===== src/rtl/anisotropic_stencil_assembler_core_defines.svh =====
// Assertion macros shared by the stencil assembler RTL.
// Included by the modules that carry concurrent checks; no other dependencies.
`ifndef ANISOTROPIC_STENCIL_ASSEMBLER_CORE_DEFINES_SVH
`define ANISOTROPIC_STENCIL_ASSEMBLER_CORE_DEFINES_SVH

// same-cycle implication, disabled during reset
`define ASA_ASSERT_IMPLIES(name, clk, rst_n, ante, cons) \
    name: assert property (@(posedge clk) disable iff (!rst_n) (ante) |-> (cons)) \
        else $error("asa: same-cycle check failed");

// next-cycle implication, disabled during reset
`define ASA_ASSERT_NEXT(name, clk, rst_n, ante, cons) \
    name: assert property (@(posedge clk) disable iff (!rst_n) (ante) |=> (cons)) \
        else $error("asa: next-cycle check failed");

`endif


===== src/rtl/asa_pkg.sv =====
// Shared widths, codes, types and arithmetic helpers of the stencil assembler.
// No dependencies; used by every module of the block.
package asa_pkg;

    localparam int DIM_W      = 11;
    localparam int RATIO_W    = 32;
    localparam int COEF_W     = 32;
    localparam int NUM_COEF   = 8;
    localparam int IN_TDATA_W = NUM_COEF * COEF_W;
    localparam int ROW_W      = 21;
    localparam int COL_W      = 20;
    localparam int VAL_W      = 40;
    localparam int OUT_BITS   = ROW_W + COL_W + VAL_W;
    localparam int OUT_TDATA_W = ((OUT_BITS + 7) / 8) * 8;
    localparam int OUT_PAD_W  = OUT_TDATA_W - OUT_BITS;
    localparam int CFG_IDX_W  = 2;
    localparam int CFG_DATA_W = 32;

    localparam int MUL_W      = RATIO_W + COEF_W + 1;
    localparam int FRAC_DROP  = 14;
    localparam int PROD_W     = MUL_W - FRAC_DROP;
    localparam int SUM_W      = COEF_W + 1;
    localparam int Q18_W      = 56;

    localparam int NUM_NB      = 8;
    localparam int QUEUE_DEPTH = 4;
    localparam int STEP_W      = 4;

    localparam int DEF_MAX_WIDTH  = 1024;
    localparam int DEF_MAX_HEIGHT = 1024;

    localparam logic [CFG_IDX_W-1:0] REG_GRID_WIDTH  = 2'd0;
    localparam logic [CFG_IDX_W-1:0] REG_GRID_HEIGHT = 2'd1;
    localparam logic [CFG_IDX_W-1:0] REG_RATIO_YX    = 2'd2;
    localparam logic [CFG_IDX_W-1:0] REG_RATIO_XY    = 2'd3;

    localparam logic [2:0] NB_EAST  = 3'd0;
    localparam logic [2:0] NB_WEST  = 3'd1;
    localparam logic [2:0] NB_NORTH = 3'd2;
    localparam logic [2:0] NB_SOUTH = 3'd3;
    localparam logic [2:0] NB_NE    = 3'd4;
    localparam logic [2:0] NB_SW    = 3'd5;
    localparam logic [2:0] NB_NW    = 3'd6;
    localparam logic [2:0] NB_SE    = 3'd7;

    localparam logic [STEP_W-1:0] STEP_CENTRE = 4'd0;
    localparam logic [STEP_W-1:0] STEP_LAST   = 4'd8;

    localparam logic signed [Q18_W-1:0] SAT_HI =
        {{(Q18_W-VAL_W+1){1'b0}}, {(VAL_W-1){1'b1}}};
    localparam logic signed [Q18_W-1:0] SAT_LO =
        {{(Q18_W-VAL_W+1){1'b1}}, {(VAL_W-1){1'b0}}};

    typedef struct packed {
        logic xlo;
        logic xhi;
        logic ylo;
        logic yhi;
    } border_t;

    typedef struct packed {
        logic xp;
        logic xm;
        logic yp;
        logic ym;
    } move_t;

    typedef struct packed {
        logic [ROW_W-1:0]              k;
        border_t                       border;
        logic [VAL_W-1:0]              centre;
        logic [NUM_NB-1:0][VAL_W-1:0]  nb_val;
    } cell_word_t;

    typedef struct packed {
        logic [DIM_W-1:0] width;
        logic [ROW_W-1:0] dummy;
    } cfg_view_t;

    function automatic move_t nb_move(input logic [2:0] idx, input border_t b);
        move_t want;
        move_t m;
        want = '0;
        unique case (idx)
            NB_EAST:  want.xp = 1'b1;
            NB_WEST:  want.xm = 1'b1;
            NB_NORTH: want.yp = 1'b1;
            NB_SOUTH: want.ym = 1'b1;
            NB_NE:    begin want.xp = 1'b1; want.yp = 1'b1; end
            NB_SW:    begin want.xm = 1'b1; want.ym = 1'b1; end
            NB_NW:    begin want.xm = 1'b1; want.yp = 1'b1; end
            NB_SE:    begin want.xp = 1'b1; want.ym = 1'b1; end
            default:  want = '0;
        endcase
        m.xp = want.xp & ~b.xhi;
        m.xm = want.xm & ~b.xlo;
        m.yp = want.yp & ~b.yhi;
        m.ym = want.ym & ~b.ylo;
        return m;
    endfunction

    function automatic logic is_folded(input move_t m);
        return ~(m.xp | m.xm | m.yp | m.ym);
    endfunction

    // round Q.18 to Q.16 (ties up), then saturate to the output width
    function automatic logic [VAL_W-1:0] finish(input logic signed [Q18_W-1:0] q);
        logic signed [Q18_W-1:0] r;
        r = (q + Q18_W'(2)) >>> 2;
        if (r > SAT_HI)
        begin
            r = SAT_HI;
        end
        else if (r < SAT_LO)
        begin
            r = SAT_LO;
        end
        return r[VAL_W-1:0];
    endfunction

endpackage


===== src/rtl/asa_queue.sv =====
// Cell word queue between the front pipe and the triple sequencer.
// Register-based FIFO of asa_pkg::QUEUE_DEPTH entries; uses asa_pkg.
`include "anisotropic_stencil_assembler_core_defines.svh"

module asa_queue (
    input  logic                clk,
    input  logic                rst_n,
    input  logic                push,
    input  asa_pkg::cell_word_t push_word,
    input  logic                pop,
    output asa_pkg::cell_word_t head_word,
    output logic                head_valid
);

    localparam int PTR_W = $clog2(asa_pkg::QUEUE_DEPTH);
    localparam int CNT_W = $clog2(asa_pkg::QUEUE_DEPTH + 1);

    asa_pkg::cell_word_t entry_reg [asa_pkg::QUEUE_DEPTH];
    logic [PTR_W-1:0]    wr_ptr_reg;
    logic [PTR_W-1:0]    rd_ptr_reg;
    logic [CNT_W-1:0]    count_reg;
    logic [CNT_W-1:0]    count_next;
    logic                full;

    assign full       = (count_reg == CNT_W'(asa_pkg::QUEUE_DEPTH));
    assign head_valid = (count_reg != '0);
    assign head_word  = entry_reg[rd_ptr_reg];
    assign count_next = count_reg + CNT_W'(push) - CNT_W'(pop);

    always_ff @(posedge clk or negedge rst_n)
    begin
        if (!rst_n)
        begin
            wr_ptr_reg <= '0;
            rd_ptr_reg <= '0;
            count_reg  <= '0;
        end
        else
        begin
            if (push)
            begin
                wr_ptr_reg <= wr_ptr_reg + PTR_W'(1);
            end
            if (pop)
            begin
                rd_ptr_reg <= rd_ptr_reg + PTR_W'(1);
            end
            count_reg <= count_next;
        end
    end

    always_ff @(posedge clk)
    begin
        if (push)
        begin
            entry_reg[wr_ptr_reg] <= push_word;
        end
    end

    `ASA_ASSERT_IMPLIES(a_no_push_when_full, clk, rst_n, push, !full)
    `ASA_ASSERT_IMPLIES(a_no_pop_when_empty, clk, rst_n, pop, head_valid)

endmodule


===== config.mk =====
export PLATFORM = sky130hd
export DESIGN_NAME = asa_queue
export DESIGN_NICKNAME = d
export VERILOG_FILES = /design/src/rtl/asa_pkg.sv /design/src/rtl/asa_queue.sv
export VERILOG_INCLUDE_DIRS = /design/src /design/src/rtl
export SDC_FILE = /design/constraint.sdc
export NUM_CORES = 1
export LEC_CHECK = 0
export ABC_AREA = 0
export BUFFER_PORTS_ARGS = -buffer_cell sky130_fd_sc_hd__buf_2
export CORE_AREA = 2 2 341 343
export DETAILED_ROUTE_END_ITERATION = 12
export DIE_AREA = 0 0 343 345
export PLACE_DENSITY = 0.7
export SETUP_SLACK_MARGIN = 0.4
export SLEW_MARGIN = 20
export SYNTH_ARGS = -nofsm -noshare
export SYNTH_HDL_FRONTEND = slang
export SYNTH_SLANG_ARGS = --single-unit

===== constraint.sdc =====
create_clock -name clk -period 12.1 [get_ports clk]
set_clock_uncertainty 0.1 [all_clocks]
set_input_delay 1.21 -clock clk [delete_from_list [all_inputs] [get_ports clk]]
set_output_delay 1.21 -clock clk [all_outputs]
set_load 0.05 [all_outputs]

==> results.md <==
- The worst path setup slack after routing is 6140 ps.
- The worst hold path belongs to the class in -> async.
- The number of different library cells in the post-synthesis netlist is 15.
- After the last flow step, the layout net total stands at 3306.
- The peak ir drop on the vdd network is 0.285 mV.
- The synthesized netlist cell count is 2044.
- The post-route antenna net violation count is 0.
- Of all nets on the critical path, the largest fanout is 102.
- Clock-pin slew was measured on the worst setup and hold paths at 50 ps.
- The post-synthesis mux area share is 15.5%.
- The number of gates resized after CTS was 0.
- The first global-routing pass estimated 172000 um of wire.
- For this block, the routed nets add up to 118000 um of wire.
- After clock tree synthesis, the setup repair step added 0 buffers.
- After synthesis, flip-flops and latches occupy 83.0% of the total area.
- Setup violations remaining at the end of the flow were counted as 0.
- The H-tree was split into 4 levels.
- The boundary pin count is 775.
- Averaged over all synthesized cells, the footprint is 27.4 um^2.
- For this design the static power due to leakage is 22.4 nW.
- The number of cells in the finished layout apart from fillers is 4608.
- When the netlist entered floorplanning its net count stood at 2440.
- Once the floorplan was initialized, standard cells occupied 48.6% of the core.
- In the final layout, the multi-input gates occupy 8860 um^2.
- The type of the worst setup path is reg -> out.
- The total placed cells including tap cells is 4278.
- The total overflow left after global routing is 0.
- Summing the areas of all and, or, nand and nor instances in the mapped netlist gives 0.0693% of the synthesized area.
- The filler cell count in the final layout is 8165.
- The floorplan step set the die height to 345 um.
- The maximum clock rate is 168 MHz.
- Power spread over the standard cell area amounts to 288 nW/um^2.
- The adder and majority cell fraction of the synthesized area is 0.170%.
- The estimated wirelength of the detail-placed design is 72600 um.
- The combinational family with the most area after synthesis is multiplexers.
- The worst hold-check slack is 177 ps.
- In this run the worst setup path begins at rd_ptr_reg[0].
- The max-slew violation count is 0.
- Setup repair after global routing left no endpoint under its margin.
- Counting every sink on the clock net gives 1547.
- The family with the most delay on the worst path is buffers and inverters.
- For this run, design rule violations remaining after detail routing come to 0.
- The average wire per standard cell is 25.5 um.
- The row count is 125.
- The run finished with clean final reports.
- STA classifies the critical path endpoint as a primary output.
- The final count of hold timing violations is 0.
- The latest clock arrival within the worst-skew pair is 750 ps.
- The register with the most flip-flops in the layout has 1540 of them.
- In this design, the critical path's most frequently occurring cell is buf_4.
- Summing all flip-flop and latch instances after layout gives 46400 um^2.
- The clock root buffer is clkbuf_16.
- After detailed routing, the number of vias per cell comes to 5.47.
- For the final routed database, the setup TNS stands at 0 ps.
- Leaving out fill and tap cells, the most frequent cell in the layout is edfxtp_1.
- The floorplan die width is 343 um.
- Leaving out fill and tap cells, the most frequent cells in the layout are edfxtp_1 (1540), buf_2 (774), mux4_2 (385).
- The final period utilization is 49.2%.
- The post-synthesis compound-gate area fraction is 0.00894%.
- At the pin with the least slew margin, the transition time is 1220 ps.
- The worst reg-to-reg path cell count is 5.
- In this run, post-CTS hold repair placed 0 buffers.
- The critical path contains buffers and inverters numbering 4 combined.
- The fraction of final layout cells with drive strength greater than 1 is 46.0%.
- The count of state elements after synthesis is 1547.
- In this run the register-to-register setup slack is 8280 ps.
- The placeable core area is 115000 um^2.
- The area growth from synthesis to layout is 18.8%.
- On the worst path, the slowest cell contributes a delay of 830 ps.
- The pin count of the biggest net entering global routing is 158.
- The number of buffers on the longest clock path is 3.
- The clock tree from TritonCTS is yes.
- TritonCTS created 154 clock buffers.
- For the finished layout, the period the worst path requires is 5960 ps.
- The floorplan step defined a die boundary enclosing 118000 um^2.
- In this run, the number of DRC markers left after iteration 0 of detailed routing was 1826.
- The signal on the critical path passes through buf_4, buf_4, buf_12, mux4_2, buf_2.
- Measured against its own limit, the worst slew margin works out to 18.7%.
- The synthesized netlist occupies a cell area of 56000 um^2.
- At the worst endpoint, the required time is 10790 ps.
- The initial antenna violation count came to 72.
- Max-cap violations in this run came to 0.
- The number of buffers inserted by port buffering is 774.
- The via count of the first global-routing pass is 26900.
- The combined global-route utilization of all metal layers is 19.8%.
- The type of element launching the critical path is a flip-flop.
- The worst reg2reg path endpoint is entry_reg[1][175].
- The critical-path cell with the highest stage delay is dfrtp_4.
- The capture point of the critical path is head_word[175].
- The arrival time of data at the critical path endpoint is 4650 ps.
- The startpoint identified for the worst register-to-register timing path is wr_ptr_reg[1].
- For this run, the detailed router's first-pass iteration total came to 7.
- The logic depth of the worst setup path including buffers is 5.
- Routability-driven placement finished with a final weighted congestion of 0.772.
- The count of yosys warnings during synthesis is 0.
- Summing over every cut layer, the via total after detailed routing is 25200.
- Before CTS, the worst setup slack after placement is 6780 ps.
- The total power is 19.1 mW.
- Summing the areas of all xor and xnor instances in the mapped netlist gives 0.0783% of the synthesized area.
-- final cells by class --
class,instances,share of cell area [%]
sequential,1547,69.8
multi-input combinational,405,13.3
timing repair buffer,796,6.28
clock buffer,197,6.12
tap,1524,2.87
clock inverter,82,1.35
antenna,51,0.192
inverter,6,0.0339
-- cell families after synthesis --
logic type	Yosys count
AOI/OAI and AO/OA	1
xor gates and xnor gates	5
adders and majority gates	7
buffers and inverters	92
DFF	1547
muxes	385
and+or+nand+nor	7
-- how the worst min path moves through the flow --
| stage | startpoint | end | slack [ps] | cells after the start |
|---|---|---|---|---|
| floorplan | wr_ptr_reg[0] | wr_ptr_reg[0] | 390 | 1 |
| global placement | wr_ptr_reg[0] | wr_ptr_reg[0] | 400 | 1 |
| detailed placement | wr_ptr_reg[0] | wr_ptr_reg[0] | 440 | 1 |
| CTS | rst_n | rd_ptr_reg[0] | 100 | 1 |
| global route | rst_n | rd_ptr_reg[0] | 130 | 1 |
| finish | rst_n | count_reg[1] | 180 | 1 |
-- cells in the mapped netlist, drive strengths merged --
library cell | instances | area, um^2
edfxtp | 1540 | 46200
mux4 | 385 | 8670
buf | 79 | 633
clkbuf | 7 | 26.3
dfrtp | 7 | 175
ha | 6 | 75.1
inv | 6 | 22.5
and2 | 4 | 25.0
xor2 | 3 | 26.3
nand2 | 2 | 7.51
xnor2 | 2 | 17.5
fa | 1 | 20.0
o21ai | 1 | 5.00
or3 | 1 | 6.26
-- metal layers --
layer	vias up	track usage, %	part of all wire [%]
met4	42	10.9	4.5
met5	-	0	0.23
li1	10700	-	-
met3	282	7.02	8.6
met1	13200	22.0	34
met2	948	33.1	52
-- where the power goes --
part | internal, mW | total [mW] | switching, mW
combinational | 2.02 | 7.24 | 5.22
sequential | 7.01 | 7.28 | 0.265
clock | 2.64 | 4.61 | 1.97
total | 11.7 | 19.1 | 7.46
-- per-stage QoR --
step                      util [%]  instance area, um^2
after floorplan                  -                56000
after global placement        53.3                61400
after detailed placement      53.3                61400
after CTS                     57.7                66400
after global routing          57.7                66500
final                         57.8                66500
(Power assumes the default switching activity.)
