[src/rtl/anisotropic_stencil_assembler_core_defines.svh]
// Assertion macros shared by the stencil assembler RTL.
// Included by the modules that carry concurrent checks; no other dependencies.
`ifndef ANISOTROPIC_STENCIL_ASSEMBLER_CORE_DEFINES_SVH
`define ANISOTROPIC_STENCIL_ASSEMBLER_CORE_DEFINES_SVH

// same-cycle implication, disabled during reset
`define ASA_ASSERT_IMPLIES(name, clk, rst_n, ante, cons) \
    name: assert property (@(posedge clk) disable iff (!rst_n) (ante) |-> (cons)) \
        else $error("asa: same-cycle check failed");

// next-cycle implication, disabled during reset
`define ASA_ASSERT_NEXT(name, clk, rst_n, ante, cons) \
    name: assert property (@(posedge clk) disable iff (!rst_n) (ante) |=> (cons)) \
        else $error("asa: next-cycle check failed");

`endif

[src/rtl/asa_pkg.sv]
// Shared widths, codes, types and arithmetic helpers of the stencil assembler.
// No dependencies; used by every module of the block.
package asa_pkg;

    localparam int DIM_W      = 11;
    localparam int RATIO_W    = 32;
    localparam int COEF_W     = 32;
    localparam int NUM_COEF   = 8;
    localparam int IN_TDATA_W = NUM_COEF * COEF_W;
    localparam int ROW_W      = 21;
    localparam int COL_W      = 20;
    localparam int VAL_W      = 40;
    localparam int OUT_BITS   = ROW_W + COL_W + VAL_W;
    localparam int OUT_TDATA_W = ((OUT_BITS + 7) / 8) * 8;
    localparam int OUT_PAD_W  = OUT_TDATA_W - OUT_BITS;
    localparam int CFG_IDX_W  = 2;
    localparam int CFG_DATA_W = 32;

    localparam int MUL_W      = RATIO_W + COEF_W + 1;
    localparam int FRAC_DROP  = 14;
    localparam int PROD_W     = MUL_W - FRAC_DROP;
    localparam int SUM_W      = COEF_W + 1;
    localparam int Q18_W      = 56;

    localparam int NUM_NB      = 8;
    localparam int QUEUE_DEPTH = 4;
    localparam int STEP_W      = 4;

    localparam int DEF_MAX_WIDTH  = 1024;
    localparam int DEF_MAX_HEIGHT = 1024;

    localparam logic [CFG_IDX_W-1:0] REG_GRID_WIDTH  = 2'd0;
    localparam logic [CFG_IDX_W-1:0] REG_GRID_HEIGHT = 2'd1;
    localparam logic [CFG_IDX_W-1:0] REG_RATIO_YX    = 2'd2;
    localparam logic [CFG_IDX_W-1:0] REG_RATIO_XY    = 2'd3;

    localparam logic [2:0] NB_EAST  = 3'd0;
    localparam logic [2:0] NB_WEST  = 3'd1;
    localparam logic [2:0] NB_NORTH = 3'd2;
    localparam logic [2:0] NB_SOUTH = 3'd3;
    localparam logic [2:0] NB_NE    = 3'd4;
    localparam logic [2:0] NB_SW    = 3'd5;
    localparam logic [2:0] NB_NW    = 3'd6;
    localparam logic [2:0] NB_SE    = 3'd7;

    localparam logic [STEP_W-1:0] STEP_CENTRE = 4'd0;
    localparam logic [STEP_W-1:0] STEP_LAST   = 4'd8;

    localparam logic signed [Q18_W-1:0] SAT_HI =
        {{(Q18_W-VAL_W+1){1'b0}}, {(VAL_W-1){1'b1}}};
    localparam logic signed [Q18_W-1:0] SAT_LO =
        {{(Q18_W-VAL_W+1){1'b1}}, {(VAL_W-1){1'b0}}};

    typedef struct packed {
        logic xlo;
        logic xhi;
        logic ylo;
        logic yhi;
    } border_t;

    typedef struct packed {
        logic xp;
        logic xm;
        logic yp;
        logic ym;
    } move_t;

    typedef struct packed {
        logic [ROW_W-1:0]              k;
        border_t                       border;
        logic [VAL_W-1:0]              centre;
        logic [NUM_NB-1:0][VAL_W-1:0]  nb_val;
    } cell_word_t;

    typedef struct packed {
        logic [DIM_W-1:0] width;
        logic [ROW_W-1:0] dummy;
    } cfg_view_t;

    function automatic move_t nb_move(input logic [2:0] idx, input border_t b);
        move_t want;
        move_t m;
        want = '0;
        unique case (idx)
            NB_EAST:  want.xp = 1'b1;
            NB_WEST:  want.xm = 1'b1;
            NB_NORTH: want.yp = 1'b1;
            NB_SOUTH: want.ym = 1'b1;
            NB_NE:    begin want.xp = 1'b1; want.yp = 1'b1; end
            NB_SW:    begin want.xm = 1'b1; want.ym = 1'b1; end
            NB_NW:    begin want.xm = 1'b1; want.yp = 1'b1; end
            NB_SE:    begin want.xp = 1'b1; want.ym = 1'b1; end
            default:  want = '0;
        endcase
        m.xp = want.xp & ~b.xhi;
        m.xm = want.xm & ~b.xlo;
        m.yp = want.yp & ~b.yhi;
        m.ym = want.ym & ~b.ylo;
        return m;
    endfunction

    function automatic logic is_folded(input move_t m);
        return ~(m.xp | m.xm | m.yp | m.ym);
    endfunction

    // round Q.18 to Q.16 (ties up), then saturate to the output width
    function automatic logic [VAL_W-1:0] finish(input logic signed [Q18_W-1:0] q);
        logic signed [Q18_W-1:0] r;
        r = (q + Q18_W'(2)) >>> 2;
        if (r > SAT_HI)
        begin
            r = SAT_HI;
        end
        else if (r < SAT_LO)
        begin
            r = SAT_LO;
        end
        return r[VAL_W-1:0];
    endfunction

endpackage

[src/rtl/asa_back.sv]
// Back end: walks the head cell word through nine triples into the output
// register, one per cycle unless m_axis_tready stalls it. Uses asa_pkg.
`include "anisotropic_stencil_assembler_core_defines.svh"

module asa_back (
    input  logic                              clk,
    input  logic                              rst_n,
    input  asa_pkg::cell_word_t               head_word,
    input  logic                              head_valid,
    input  asa_pkg::cfg_view_t                cfg_view,
    output logic                              pop,
    output logic                              m_axis_tvalid,
    input  logic                              m_axis_tready,
    output logic [asa_pkg::OUT_TDATA_W-1:0]   m_axis_tdata,
    output logic                              m_axis_tlast
);

    logic [asa_pkg::STEP_W-1:0] step_reg;
    logic [asa_pkg::STEP_W-1:0] step_next;
    logic                       out_valid_reg;
    logic [asa_pkg::ROW_W-1:0]  row_reg;
    logic [asa_pkg::COL_W-1:0]  col_reg;
    logic [asa_pkg::VAL_W-1:0]  val_reg;
    logic                       last_reg;

    logic                       load;
    logic [asa_pkg::STEP_W-1:0] nb_sel;
    asa_pkg::move_t             mv;
    logic [asa_pkg::ROW_W-1:0]  col_full;
    logic [asa_pkg::ROW_W-1:0]  w_ext;
    logic [asa_pkg::ROW_W-1:0]  row_val;
    logic [asa_pkg::VAL_W-1:0]  coef;

    assign load = head_valid && (!out_valid_reg || m_axis_tready);
    assign pop  = load && (step_reg == asa_pkg::STEP_LAST);
    assign step_next = (step_reg == asa_pkg::STEP_LAST) ? asa_pkg::STEP_CENTRE
                                                        : step_reg + asa_pkg::STEP_W'(1);
    assign nb_sel = step_reg - asa_pkg::STEP_W'(1);
    assign mv     = asa_pkg::nb_move(nb_sel[2:0], head_word.border);
    assign w_ext  = asa_pkg::ROW_W'(cfg_view.width);

    always_comb
    begin
        col_full = head_word.k + asa_pkg::ROW_W'(mv.xp) - asa_pkg::ROW_W'(mv.xm)
                 + (mv.yp ? w_ext : '0) - (mv.ym ? w_ext : '0);
        if (step_reg == asa_pkg::STEP_CENTRE)
        begin
            row_val  = head_word.k;
            col_full = head_word.k;
            coef     = head_word.centre;
        end
        else
        begin
            row_val = asa_pkg::is_folded(mv) ? cfg_view.dummy : head_word.k;
            coef    = head_word.nb_val[nb_sel[2:0]];
        end
    end

    always_ff @(posedge clk or negedge rst_n)
    begin
        if (!rst_n)
        begin
            step_reg      <= asa_pkg::STEP_CENTRE;
            out_valid_reg <= 1'b0;
        end
        else
        begin
            if (load)
            begin
                step_reg      <= step_next;
                out_valid_reg <= 1'b1;
            end
            else if (m_axis_tready)
            begin
                out_valid_reg <= 1'b0;
            end
        end
    end

    always_ff @(posedge clk)
    begin
        if (load)
        begin
            row_reg  <= row_val;
            col_reg  <= col_full[asa_pkg::COL_W-1:0];
            val_reg  <= coef;
            last_reg <= (step_reg == asa_pkg::STEP_LAST);
        end
    end

    assign m_axis_tvalid = out_valid_reg;
    assign m_axis_tdata  = {{asa_pkg::OUT_PAD_W{1'b0}}, val_reg, col_reg, row_reg};
    assign m_axis_tlast  = last_reg;

    `ASA_ASSERT_IMPLIES(a_cell_held_mid_walk, clk, rst_n, step_reg != asa_pkg::STEP_CENTRE, head_valid)
    `ASA_ASSERT_IMPLIES(a_step_bound, clk, rst_n, 1'b1, step_reg <= asa_pkg::STEP_LAST)

endmodule
[config.mk]
export PLATFORM = sky130hd
export DESIGN_NAME = asa_back
export DESIGN_NICKNAME = d
export VERILOG_FILES = /design/src/rtl/asa_pkg.sv /design/src/rtl/asa_back.sv
export VERILOG_INCLUDE_DIRS = /design/src /design/src/rtl
export SDC_FILE = /design/constraint.sdc
export NUM_CORES = 1
export LEC_CHECK = 0
export ABC_CLOCK_PERIOD_IN_PS = 5420
export BUFFER_PORTS_ARGS = -buffer_cell sky130_fd_sc_hd__buf_2
export CORE_AREA = 2 2 197 199
export DETAILED_ROUTE_END_ITERATION = 10
export DIE_AREA = 0 0 199 201
export SLEW_MARGIN = 20
export SYNTH_ARGS = -nofsm -noshare
export SYNTH_HDL_FRONTEND = slang
export SYNTH_SLANG_ARGS = --single-unit
[constraint.sdc]
create_clock -name clk -period 5.42 [get_ports clk]
set_clock_uncertainty 0.1 [all_clocks]
set_input_delay 0.542 -clock clk [delete_from_list [all_inputs] [get_ports clk]]
set_output_delay 0.542 -clock clk [all_outputs]
set_load 0.01 [all_outputs]
==> PnR_summary.wiki <==
{| class="wikitable"
! Metric !! Value
|-
| Status || completed
|-
| RePlAce Congestion || 0.927
|-
| Most common cell in the synthesized netlist || sky130_fd_sc_hd__edfxtp_1
|-
| First drt pass iteration count || 5
|-
| Number of global-route vias before repair || 7,488
|-
| Number of buffers created by CTS || 9
|-
| Number of register bits inferred by synthesis || 87
|-
| Setup TNS || 0 ps
|-
| Compound-cell area share of the yosys netlist || 8.47%
|-
| HPWL reported at the end of detailed placement || 28,100 microns
|-
| Cells along the critical path || clkinvlp_4 -> ha_4 -> xor2_4 -> a21oi_1 -> nor2_1 -> nand2_1 -> fa_1 -> inv_1 -> fa_1 -> fa_1 -> fa_1 -> nor2b_4 -> o211ai_1 -> a21boi_2 -> o211ai_1 -> a211oi_2 -> a221oi_2 -> xnor2_1 -> a21oi_1
|-
| Startpoint of the most critical hold path || head_valid
|-
| Grt ovf || 0
|-
| Final Instance Area || 0.0111 sq mm
|-
| Switching power as a share of total power || 42.3%
|-
| Hold Fails Final Rpt || 0
|-
| Synthesized area per cell || 11.8 sq um
|-
| Total Power || 5.68 mW
|-
| Max Cap Viol || 0
|-
| H-tree levels || 3
|-
| WP buf/inv || 2
|-
| Peak supply drop || 0.000217 V
|-
| Leakage power figure || 5.00 nW
|-
| Worst stage delay on the critical path || 510 ps
|-
| Internal power contribution || 3.28 mW
|-
| Async set-or-reset flop fraction in the synthesized netlist || 5.75%
|-
| Met2 routing resource usage after global routing || 28.4%
|-
| Synthesized-area fraction occupied by and/or/nand/nor cells || 8.05%
|-
| Fill cell instance count of the final layout || 4,007
|-
| Leading area contributor after synthesis || sky130_fd_sc_hd__edfxtp_1
|-
| Layout Nets || 1,597
|-
| Number of antenna violations at the first check in global routing || 20
|-
| Portion of the clock cycle consumed by the worst path in the final layout || 92.1%
|-
| Clock transition time at the flip-flop clock pins of the worst setup and hold paths || 70 ps
|-
| Critical path type || reg -> reg
|-
| Overall die height || 201 microns
|-
| CP delay by family, top || adder cells
|-
| Leading post-synthesis cells by instance count || 82 x sky130_fd_sc_hd__edfxtp_1, 80 x sky130_fd_sc_hd__mux4_2, 74 x sky130_fd_sc_hd__nand2_1
|-
| Max FFs per register || 40
|-
| Reported net switching power || 2.40 mW
|-
| Floorplan die width || 199 microns
|-
| TritonCTS clock tree || yes
|-
| Syn Std Cell Area || 0.00758 sq mm
|-
| Sequential group share of total power || 22.2%
|-
| Number of top-level pins || 512
|-
| Worst Max-Slew Pin Slew || 956 ps
|-
| Maximum clock frequency || 200 MHz
|-
| Final setup viols || 0
|-
| Wire length of the first global-routing pass || 47,000 microns
|-
| Total power divided by cell area || 514 mW/mm^2
|-
| Most used DFF post-synth || sky130_fd_sc_hd__edfxtp_1
|-
| CP startpoint kind || flop
|-
| Via density per instance || 4.42
|-
| Cell seen most often among critical-path stages || sky130_fd_sc_hd__fa_1
|-
| Cells after synthesis || 640
|-
| Min-Delay Path Depth || 2
|-
| Routed length per instance || 19.9 microns
|-
| Via count || 7,335
|-
| GRT Resource Usage Total || 16.2%
|-
| Utilization after layout || 29.0%
|-
| Number of library cell types mapped by synthesis || 43
|-
| Overall routed net length || 33,000 microns
|-
| Critical-path maximum fanout || 5
|-
| Area post-placement || 0.0107 sq mm
|-
| Arr. time, crit path || 4970 ps
|-
| Global-route layer with the greatest usage || met2
|-
| Portion of total power attributed to combinational logic || 66.1%
|-
| Max-Slew Margin vs Limit || 36.2%
|-
| Sink Count || 87
|-
| Worst R2R Path Depth || 19
|-
| Site row count || 72
|-
| Register area share after synthesis || 34.1%
|-
| Relative contribution of the clock network to total power || 11.6%
|-
| Number of enable-type register cells in the synthesized netlist || 82
|-
| Required arrival time at the worst endpoint || 5400 ps
|-
| Unrepaired setup endpoints after global routing || false
|-
| Multiplexer share of the synthesized area || 32.2%
|-
| Period minus WS final || 4990 ps
|-
| Largest net degree at the start of global routing || 60
|-
| Layout-stage area growth over the synthesis result || 45.7%
|-
| Worst path slowest cell || sky130_fd_sc_hd__fa_1
|-
| Count of port buffers added during placement || 504
|-
| Min-delay worst type || in -> reg
|-
| DRC marker count from the first detailed-route iteration || 410
|-
| Insertion delay of the later-clocked pin in the worst-skew pair || 370 ps
|-
| Count of nets left with antenna violations after detail routing || 0
|-
| Number of buffers between clock root and the deepest sink || 2
|-
| Startpoint of the worst-slack reg-to-reg timing path || step_reg[0]$_DFFE_PN0P_
|-
| Proportion of netlist area held by the largest area contributor || 32.5%
|-
| Floorplan die area || 0.0400 sq mm
|-
| Sink of the worst hold path || m_axis_tvalid$_DFFE_PN0P_
|-
| Critical register-to-register path endpoint || col_reg[18]$_DFFE_PP_
|-
| Yosys warnings || 0
|-
| Met1 track demand over resource in global routing || 19.4%
|-
| Root Driver || sky130_fd_sc_hd__clkbuf_16
|-
| Drt drc || 0
|-
| Largest family of logic cells by synthesized area || multiplexers
|-
| Worst Setup End Kind || flop
|-
| Placeable core area || 0.0381 sq mm
|-
| Final slew viol count || 0
|-
| Ratio of cells with drive above 1 in the final layout || 55.1%
|-
| Parity-gate share of the synthesized area counting xor and xnor cells || 2.41%
|-
| R2R Setup Slk || 430 ps
|-
| Adder and majority gate portion of the synthesized area || 9.37%
|-
| Grt met3 use || 3.55%
|-
| Effective utilization at floorplan || 19.9%
|-
| Leading cell types by total area after synthesis || sky130_fd_sc_hd__edfxtp_1 32%, sky130_fd_sc_hd__mux4_2 24%, sky130_fd_sc_hd__ha_1 5.9%
|}
## worst max-delay path by stage
stage,start,end,slack [ps],cells past startpoint
after global routing,step_reg[1]$_DFFE_PN0P_,col_reg[18]$_DFFE_PP_,50,19
after detailed placement,step_reg[0]$_DFFE_PN0P_,col_reg[18]$_DFFE_PP_,120,18
after floorplan,step_reg[0]$_DFFE_PN0P_,col_reg[18]$_DFFE_PP_,60,22
final,step_reg[0]$_DFFE_PN0P_,col_reg[18]$_DFFE_PP_,430,19
after global placement,step_reg[0]$_DFFE_PN0P_,col_reg[18]$_DFFE_PP_,270,18
after CTS,step_reg[0]$_DFFE_PN0P_,col_reg[18]$_DFFE_PP_,70,18
## layout by cell type, fill, tap and decap left out, types with 12 or more instances in the layout
cell type,n
sky130_fd_sc_hd__edfxtp_1,82
sky130_fd_sc_hd__buf_2,504
sky130_fd_sc_hd__ha_1,34
sky130_fd_sc_hd__nor2_1,17
sky130_fd_sc_hd__inv_1,45
sky130_fd_sc_hd__a21oi_1,24
sky130_fd_sc_hd__o21ai_0,62
sky130_fd_sc_hd__fa_1,13
sky130_fd_sc_hd__mux2_1,20
sky130_fd_sc_hd__mux2i_1,40
sky130_fd_sc_hd__mux4_2,80
sky130_fd_sc_hd__nand2_1,74
sky130_fd_sc_hd__xnor2_1,12
## repair_timing
| action | CTS | global route |
|---|---|---|
| endpoints found under the setup margin | 0 | 6 |
| hold buffers | 1 | 0 |
| endpoints found under the hold margin | 5 | 0 |
| buffers inserted | 0 | 1 |
| gates resized for setup | 0 | 4 |
## power groups by stage
stage	Clock, mW	Combinational (mW)	Sequential, mW
3_5_place_dp	0	3.78	1.28
5_1_grt	0.712	4.12	1.29
2_1_floorplan	0	2.48	1.40
3_3_place_gp	0	3.72	1.27
6_report	0.662	3.76	1.26
4_1_cts	0.692	3.80	1.27
## cell type report
class / count / area (sq um) / area share, %
inverter: 47 / 183 / 1.65
sequential: 87 / 2590 / 23.4
clock inverter: 6 / 61.3 / 0.555
tap: 518 / 648 / 5.87
clock buffer: 10 / 229 / 2.07
antenna: 8 / 20.0 / 0.181
multi-input combinational: 464 / 4660 / 42.2
timing repair buffer: 518 / 2660 / 24.1
## metal layers
metal  wire (microns)  part of all wire [%]
met2            16700                    51
met5               68                  0.21
met1            12800                    39
met3             2410                   7.3
met4              905                   2.7
## cells by family after synthesis
kind of cell | count (synthesis)
AO/OA/AOI/OAI | 113
XOR/XNOR | 20
adder cells (fa/ha/maj) | 49
buffers and inverters | 95
flip-flops | 87
multiplexers | 141
other | 1
AND/OR/NAND/NOR | 134
## per-stage QoR
step | setup slack [ps] | hold WS, ps | instances
after floorplan | 62.0 | 146 | 646
after global placement | 271 | 291 | 1631
after detailed placement | 122 | 295 | 1631
after CTS | 73.7 | 252 | 1648
after global routing | 48.3 | 263 | 1656
final | 427 | 278 | 1658
(Power assumes the default switching activity.)
